## src/hw/rtl/rca_pkg.sv

```systemverilog
package rca_pkg;

  // Pipeline depth from the input register to the output register.
  localparam int NUM_STAGES = 8;

  // Configuration register indexes.
  localparam logic [2:0] REG_MODE        = 3'd0;
  localparam logic [2:0] REG_BRIGHT      = 3'd1;
  localparam logic [2:0] REG_INPUT_LOW   = 3'd2;
  localparam logic [2:0] REG_INPUT_HIGH  = 3'd3;
  localparam logic [2:0] REG_OUTPUT_LOW  = 3'd4;
  localparam logic [2:0] REG_OUTPUT_HIGH = 3'd5;

  typedef enum logic [1:0] {
    MODE_GRAY,
    MODE_SEPIA,
    MODE_BRIGHT,
    MODE_LEVELS
  } rca_mode_t;

  // Unsigned Q0.12 weights.
  typedef logic [11:0] rca_weight_t;

  localparam rca_weight_t GRAY_W [3] = '{12'd1229, 12'd2417, 12'd451};

  localparam rca_weight_t SEPIA_W [3][3] = '{
    '{12'd1610, 12'd3150, 12'd774},
    '{12'd1430, 12'd2810, 12'd688},
    '{12'd1114, 12'd2187, 12'd537}
  };

  // Partial remainder and the quotient register that the dividend bits
  // shift out of while quotient bits shift in.
  typedef struct packed {
    logic [8:0] rem;
    logic [7:0] quo;
  } rca_div_t;

endpackage

```

## src/hw/rtl/rca_div_stage.sv

```systemverilog
module rca_div_stage (
  input  rca_pkg::rca_div_t [2:0] div_in,
  input  logic [8:0]              divisor,
  output rca_pkg::rca_div_t [2:0] div_out
);

  // Two restoring division steps on each of the three channels.
  always_comb begin
    rca_pkg::rca_div_t d;
    logic [9:0] trial;
    d = '0;
    trial = '0;
    for (int k = 0; k < 3; k++) begin
      d = div_in[k];
      for (int s = 0; s < 2; s++) begin
        trial = {d.rem, d.quo[7]};
        if (trial >= {1'b0, divisor}) begin
          trial = trial - {1'b0, divisor};
          d.quo = {d.quo[6:0], 1'b1};
        end else begin
          d.quo = {d.quo[6:0], 1'b0};
        end
        d.rem = trial[8:0];
      end
      div_out[k] = d;
    end
  end

endmodule

```

## src/hw/rtl/rgb_color_adjust.sv

```systemverilog
// Channel     | Handshake              | Words
// ------------+------------------------+---------------------------------------
// pixel in    | in_valid / in_stall    | red_in, green_in, blue_in, last_in
// pixel out   | out_valid / out_stall  | red_out, green_out, blue_out, last_out
// config      | cfg_write              | cfg_index, cfg_data
//
// One pixel word is accepted per cycle while in_stall is low. Each result goes
// through the eight register stages (input, products, sums, four division
// stages, output) and leaves the output register.
// Reset (rst, synchronous) clears the stage valid bits and loads the register
// defaults. A stall on the output only holds the stages that are full, so
// empty stages keep filling while a finished word waits.

module rgb_color_adjust (
  input  logic       clk,
  input  logic       rst,
  input  logic       cfg_write,
  input  logic [2:0] cfg_index,
  input  logic [7:0] cfg_data,
  input  logic       in_valid,
  output logic       in_stall,
  input  logic [7:0] red_in,
  input  logic [7:0] green_in,
  input  logic [7:0] blue_in,
  input  logic       last_in,
  output logic       out_valid,
  input  logic       out_stall,
  output logic [7:0] red_out,
  output logic [7:0] green_out,
  output logic [7:0] blue_out,
  output logic       last_out
);

  localparam int LAST_STAGE = rca_pkg::NUM_STAGES - 1;
  localparam logic [20:0] ROUND_HALF = 21'd2048;

  // Configuration registers. The user must change them only while the pipeline
  // is empty; the block does not enforce this. Every stage reads them directly.
  rca_pkg::rca_mode_t mode;
  logic [7:0] brightness_offset;
  logic [7:0] input_low;
  logic [7:0] input_high;
  logic [7:0] output_low;
  logic [7:0] output_high;

  always_ff @(posedge clk) begin
    if (rst) begin
      mode              <= rca_pkg::MODE_GRAY;
      brightness_offset <= 8'd0;
      input_low         <= 8'd0;
      input_high        <= 8'd255;
      output_low        <= 8'd0;
      output_high       <= 8'd255;
    end else if (cfg_write) begin
      unique case (cfg_index)
        rca_pkg::REG_MODE:        mode <= rca_pkg::rca_mode_t'(cfg_data[1:0]);
        rca_pkg::REG_BRIGHT:      brightness_offset <= cfg_data;
        rca_pkg::REG_INPUT_LOW:   input_low <= cfg_data;
        rca_pkg::REG_INPUT_HIGH:  input_high <= cfg_data;
        rca_pkg::REG_OUTPUT_LOW:  output_low <= cfg_data;
        rca_pkg::REG_OUTPUT_HIGH: output_high <= cfg_data;
        default: ;
      endcase
    end
  end

  // Stage valid bits and the ready chain. A stage may load when it is empty
  // or when the stage after it is loading too, which lets bubbles collapse.
  logic [LAST_STAGE:0] vld;
  logic [LAST_STAGE:0] rdy;

  always_comb begin
    rdy[LAST_STAGE] = !vld[LAST_STAGE] || !out_stall;
    for (int i = LAST_STAGE - 1; i >= 0; i--) begin
      rdy[i] = !vld[i] || rdy[i + 1];
    end
  end

  assign in_stall  = !rdy[0];
  assign out_valid = vld[LAST_STAGE];

  always_ff @(posedge clk) begin
    if (rst) begin
      vld <= '0;
    end else begin
      if (rdy[0]) begin
        vld[0] <= in_valid;
      end
      for (int i = 1; i <= LAST_STAGE; i++) begin
        if (rdy[i]) begin
          vld[i] <= vld[i - 1];
        end
      end
    end
  end

  // Stage 0: input register. Channel 0 is red, 1 green, 2 blue.
  logic [2:0][7:0] pix0;
  logic            last0;

  always_ff @(posedge clk) begin
    if (rdy[0]) begin
      pix0  <= {blue_in, green_in, red_in};
      last0 <= last_in;
    end
  end

  // Stage 1: the nine constant-weight products, the brightness result and
  // the clamped levels offset. Grayscale uses the same three weights for
  // every output channel.
  logic [2:0][2:0][19:0] prod_next;
  logic [2:0][7:0]       bri_next;
  logic [2:0][7:0]       diff_next;

  always_comb begin
    rca_pkg::rca_weight_t w;
    logic signed [9:0]    t;
    logic [7:0]           vc;
    w = '0;
    t = '0;
    vc = '0;
    for (int k = 0; k < 3; k++) begin
      for (int j = 0; j < 3; j++) begin
        w = (mode == rca_pkg::MODE_GRAY) ? rca_pkg::GRAY_W[j] : rca_pkg::SEPIA_W[k][j];
        prod_next[k][j] = {8'd0, w} * {12'd0, pix0[j]};
      end
      // The offset is sign extended; the sum runs from -128 to 382.
      t = $signed({2'b00, pix0[k]}) +
          $signed({{2{brightness_offset[7]}}, brightness_offset});
      if (t[9]) begin
        bri_next[k] = 8'd0;
      end else if (t[8]) begin
        bri_next[k] = 8'd255;
      end else begin
        bri_next[k] = t[7:0];
      end
      if (pix0[k] < input_low) begin
        vc = input_low;
      end else if (pix0[k] > input_high) begin
        vc = input_high;
      end else begin
        vc = pix0[k];
      end
      diff_next[k] = vc - input_low;
    end
  end

  logic [2:0][2:0][19:0] prod1;
  logic [2:0][7:0]       bri1;
  logic [2:0][7:0]       diff1;
  logic                  last1;

  always_ff @(posedge clk) begin
    if (rdy[1]) begin
      prod1 <= prod_next;
      bri1  <= bri_next;
      diff1 <= diff_next;
      last1 <= last0;
    end
  end

  // Stage 2: weighted sums with rounding and saturation, or the brightness
  // result in bright mode, and the levels numerator magnitude. The sign of the
  // output span is a property of the registers alone and is applied at the end.
  logic [7:0]       span;
  logic [2:0][7:0]  res_next;
  logic [2:0][15:0] mag_next;

  assign span = (output_high >= output_low) ? (output_high - output_low)
                                            : (output_low - output_high);

  always_comb begin
    logic [20:0] sum;
    sum = '0;
    for (int k = 0; k < 3; k++) begin
      sum = {1'b0, prod1[k][0]} + {1'b0, prod1[k][1]} + {1'b0, prod1[k][2]} + ROUND_HALF;
      if (mode == rca_pkg::MODE_BRIGHT) begin
        res_next[k] = bri1[k];
      end else if (sum[20]) begin
        res_next[k] = 8'd255;
      end else begin
        res_next[k] = sum[19:12];
      end
      mag_next[k] = {8'd0, diff1[k]} * {8'd0, span};
    end
  end

  logic [2:0][7:0]  res2;
  logic [2:0][15:0] mag2;
  logic             last2;

  always_ff @(posedge clk) begin
    if (rdy[2]) begin
      res2  <= res_next;
      mag2  <= mag_next;
      last2 <= last1;
    end
  end

  // Stages 3 to 6: rounded division (2 * mag + den) / (2 * den) by eight
  // restoring steps, two per stage. The quotient never exceeds 255, so the
  // dividend bits above the low byte start out as the partial remainder.
  logic [7:0] den;
  logic [8:0] divisor;

  assign den     = input_high - input_low;
  assign divisor = {den, 1'b0};

  rca_pkg::rca_div_t [2:0] div_init;

  always_comb begin
    logic [16:0] num;
    num = '0;
    for (int k = 0; k < 3; k++) begin
      num = {mag2[k], 1'b0} + {9'd0, den};
      div_init[k].rem = num[16:8];
      div_init[k].quo = num[7:0];
    end
  end

  rca_pkg::rca_div_t [2:0] div3_next;
  rca_pkg::rca_div_t [2:0] div4_next;
  rca_pkg::rca_div_t [2:0] div5_next;
  rca_pkg::rca_div_t [2:0] div6_next;
  rca_pkg::rca_div_t [2:0] div3;
  rca_pkg::rca_div_t [2:0] div4;
  rca_pkg::rca_div_t [2:0] div5;
  rca_pkg::rca_div_t [2:0] div6;
  logic [2:0][7:0] res3;
  logic [2:0][7:0] res4;
  logic [2:0][7:0] res5;
  logic [2:0][7:0] res6;
  logic            last3;
  logic            last4;
  logic            last5;
  logic            last6;

  rca_div_stage u_div3 (.div_in(div_init), .divisor(divisor), .div_out(div3_next));
  rca_div_stage u_div4 (.div_in(div3),     .divisor(divisor), .div_out(div4_next));
  rca_div_stage u_div5 (.div_in(div4),     .divisor(divisor), .div_out(div5_next));
  rca_div_stage u_div6 (.div_in(div5),     .divisor(divisor), .div_out(div6_next));

  always_ff @(posedge clk) begin
    if (rdy[3]) begin
      div3  <= div3_next;
      res3  <= res2;
      last3 <= last2;
    end
    if (rdy[4]) begin
      div4  <= div4_next;
      res4  <= res3;
      last4 <= last3;
    end
    if (rdy[5]) begin
      div5  <= div5_next;
      res5  <= res4;
      last5 <= last4;
    end
    if (rdy[6]) begin
      div6  <= div6_next;
      res6  <= res5;
      last6 <= last5;
    end
  end

  // Stage 7: final selection. Levels applies the span sign to the rounded
  // quotient; a degenerate input range maps everything to the output white
  // point.
  logic [2:0][7:0] out_next;

  always_comb begin
    logic [8:0] lvl;
    lvl = '0;
    for (int k = 0; k < 3; k++) begin
      if (output_high >= output_low) begin
        lvl = {1'b0, output_low} + {1'b0, div6[k].quo};
      end else begin
        lvl = {1'b0, output_low} - {1'b0, div6[k].quo};
      end
      if (mode != rca_pkg::MODE_LEVELS) begin
        out_next[k] = res6[k];
      end else if (input_high <= input_low) begin
        out_next[k] = output_high;
      end else if (lvl[8]) begin
        // Carry on the add means overflow, borrow on the subtract underflow.
        out_next[k] = (output_high >= output_low) ? 8'd255 : 8'd0;
      end else begin
        out_next[k] = lvl[7:0];
      end
    end
  end

  always_ff @(posedge clk) begin
    if (rdy[LAST_STAGE]) begin
      red_out   <= out_next[0];
      green_out <= out_next[1];
      blue_out  <= out_next[2];
      last_out  <= last6;
    end
  end

endmodule

```

## config.mk

```make
export PLATFORM = sky130hd
export DESIGN_NAME = rgb_color_adjust
export DESIGN_NICKNAME = d
export VERILOG_FILES = /design/src/hw/rtl/rca_pkg.sv /design/src/hw/rtl/rca_div_stage.sv /design/src/hw/rtl/rgb_color_adjust.sv
export SDC_FILE = /design/constraint.sdc
export NUM_CORES = 2
export LEC_CHECK = 0
export BUFFER_PORTS_ARGS = -buffer_cell sky130_fd_sc_hd__buf_2
export CORE_ASPECT_RATIO = 1.1
export CORE_MARGIN = 1
export CORE_UTILIZATION = 55
export CTS_CLUSTER_SIZE = 10
export DETAILED_ROUTE_END_ITERATION = 8
export PLACE_DENSITY = 0.82
export SYNTH_ARGS = -nofsm -noshare
export SYNTH_HDL_FRONTEND = slang
export SYNTH_SLANG_ARGS = --single-unit
```

## constraint.sdc

```tcl
create_clock -name clk -period 15.84 [get_ports clk]
set_input_delay 1.584 -clock clk [delete_from_list [all_inputs] [get_ports clk]]
set_output_delay 1.584 -clock clk [all_outputs]
set_load 0.01 [all_outputs]
```

==> flow_summary.toml <==
[yosys]
synth_enable_flop_cells = 605
yosysSeqAreaShare_pct = 30.9
post-synth-top-count-cell = "sky130_fd_sc_hd__ha_1"
synth-xor-area-share_pct = 5.92
yosys.cell_types.count = 74
area_contributors_post_synth = "sky130_fd_sc_hd__edfxtp_1 29%, sky130_fd_sc_hd__ha_1 20%, sky130_fd_sc_hd__fa_1 16%"
synth_simple_gate_area_share_pct = 9.80
synth_top_area_cell = "sky130_fd_sc_hd__edfxtp_1"
synth-warning-count = 0
synth_async_sr_flop_share_pct = 0
complex_gate_fraction_of_the_synthesized_area_pct = 10.3
post_synth_mux_area_share_pct = 2.16
postSynthCellCount = 5829
proportion_of_netlist_area_held_by_the_largest_area_contributor_pct = 29.3
post_synth.cell_area_avg_um2 = 10.6
netlist_area_um2 = 61900
ys_ff_latch = 655
synth_flop_cell = "sky130_fd_sc_hd__edfxtp_1"
synth_top_family_by_area = "adder cells"
post_synth_fa_ha_maj_area_fraction_pct = 35.4
ys_top_cells_by_count = "976 x sky130_fd_sc_hd__ha_1, 832 x sky130_fd_sc_hd__inv_1, 605 x sky130_fd_sc_hd__edfxtp_1"

[clocking]
clk_root_buffer_cell = "sky130_fd_sc_hd__clkbuf_16"
max-clock-path-buffers = 3
htree_num_levels = 3
cts_made_buffers = 80
cts_setup_buffers = 0
cts.clk_slew.worst_paths_ns = 0.05
clock_latency_ns = 0.68
cts.repair.resized = 0
cts.sinks = 655
cts_tree = "done"
postCtsHoldBufs = 0

[cells_and_area]
nFillCells = 8778
ff_latch_area_um2 = 19200
multi_input_combinational_cell_area_um2 = 39600
final_nets = 7490
post_route_cells_drive_above_1_share_pct = 5.70
syn_to_final_growth_pct = 7.94
final_util_pct = 60.2

[placement]
gp_congestion = 0.952
numPortBuffers = 67
dpl.hpwl_mm = 119

[global_route]
grt.busiest_layer = "met2"
track_usage_pct = 27.3
grt_pass1_wl_mm = 243
globalRoute.totalOverflow = 0
grt_max_degree = 75
use_met2_pct = 45.9
first_global_vias = 45771
global_route.usage.met1_pct = 31.7
gr-usage-met3_pct = 5.06
initial_antenna_violation_count = 10

[sta]
final-hold-violation-count = 0
rsz0062_at_grt = "no"
setup_failing_eps_final = 0
min_period_ns = 8.31
tightest_slew_ns = 1.24
final.period_utilization_pct = 52.4
tns_ns = 0
maxSlewHeadroom_pct = 16.9
final.hold.worst_slack_ns = 0.405
max_freq_mhz = 120
final_max_slew_viol_count = 0
worst_skew_ns = 0.0429

[status]
status = "completed"

[drt]
drt_first_pass_iters = 6
drt-vias-per-instance = 5.78
route.detailed.wl_per_inst_um = 20.2
dr_total_vias = 43594
drt-total-wl_mm = 153
drt_iter0_drcs = 3018
detail-route-antenna-nets = 0
post-route-drc-count = 0

[critical_path]
criticalPathCategory = "reg -> reg"
path_common_cell = "sky130_fd_sc_hd__a21oi_1"
worst_setup_path_end_kind = "flop"
crit_required_ns = 16.25
worstSetupStartpointType = "flop"
worst_path_largest_cell_delay_ns = 0.55
crit_path_top_delay_cell = "sky130_fd_sc_hd__dfxtp_1"
critical_path_peak_fanout = 11
timing.critical_path.arrival_ns = 8.72

[die]
die_y_extent_um = 354
starting_utilization_of_the_core_area_pct = 55.7
die-area_um2 = 114000
rows = 128
fp.coreArea_um2 = 111000
io_count = 68
die_width_um = 322

[hold_path]
min-delay-path-class = "reg -> reg"

[run]
drv_cap = 0
-- per-stage QoR --
step | cell area, um2 | setup slack [ns] | instances
3_3_place_gp | 64400 | 7.77 | 7402
6_report | 66900 | 7.53 | 7546
3_5_place_dp | 64400 | 7.61 | 7402
5_1_grt | 66900 | 6.87 | 7543
2_1_floorplan | 62100 | 7.26 | 5868
4_1_cts | 66900 | 7.54 | 7543
-- layout by cell type (no fill, tap or decap), drive strengths merged, types with 41 or more instances in the layout --
cell type	Yosys	layout
clkbuf	65	125
fa	484	484
nand2b	74	74
xnor2	292	292
conb	2	41
o21bai	49	49
o21ai	153	153
nand3	71	71
nor3	81	81
buf	9	113
ha	976	976
inv	832	835
edfxtp	605	605
xor2	127	127
and2	109	109
mux2	97	97
dfxtp	50	50
nand4	51	51
a21o	168	168
a21oi	382	382
nor2b	94	94
nand2	381	381
nor2	295	295
-- final cells by class --
class                      instances  area share (%)
antenna                            3          0.0112
clock buffer                     125            3.29
clock inverter                    16           0.352
inverter                         832            4.68
multi-input combinational       4307            59.2
sequential                       655            28.7
tap                             1495            2.80
timing repair buffer             113            1.02
-- state kept, by name (all words and copies together) (netlist names), 24 cells and up --
signal  cells
div4       49
res5       24
mag2       48
res3       24
res4       24
bri1       24
res6       24
div3       49
prod1     162
div6       24
diff1      24
res2       24
pix0       24
div5       49
-- cells by family (layout without fill, tap and decap cells) --
family | after synthesis | after routing
and+or+nand+nor | 1262 | 1262
adders and majority gates | 1460 | 1460
xor gates and xnor gates | 419 | 419
buffers and inverters | 906 | 1086
AOI/OAI and AO/OA | 1004 | 1004
muxes | 121 | 121
other | 2 | 44
DFF | 655 | 655
-- final timing paths --
| path | startpoint | endpoint | slack (ns) | cells past startpoint |
|---|---|---|---|---|
| max | input_low[0] | div3[14] | 7.53 | 33 |
| min | div5[21] | div6[23] | 0.41 | 0 |
| max reg2reg | input_low[0] | div3[14] | 7.53 | 33 |
| min reg2reg | div5[21] | div6[23] | 0.41 | 0 |
-- metal layers --
metal / part of all wire, % / vias up
li1: - / 20415
met1: 38 / 21069
met2: 47 / 1606
met3: 7.3 / 498
met4: 7.5 / 6
met5: 0.027 / -
-- worst max-delay path, delay by kind of cell (launching register included) --
family          cells  cell delay [ns]
compound gates     13             2.92
xor+xnor            2             0.63
fa+ha+maj           5             1.57
buf+inv             2             0.12
flops               1             0.55
mux                 2             0.76
simple gates        9             1.52
Power is not shown: default switching activity piles up to over one toggle a cycle in this logic, so the estimate is an artifact.
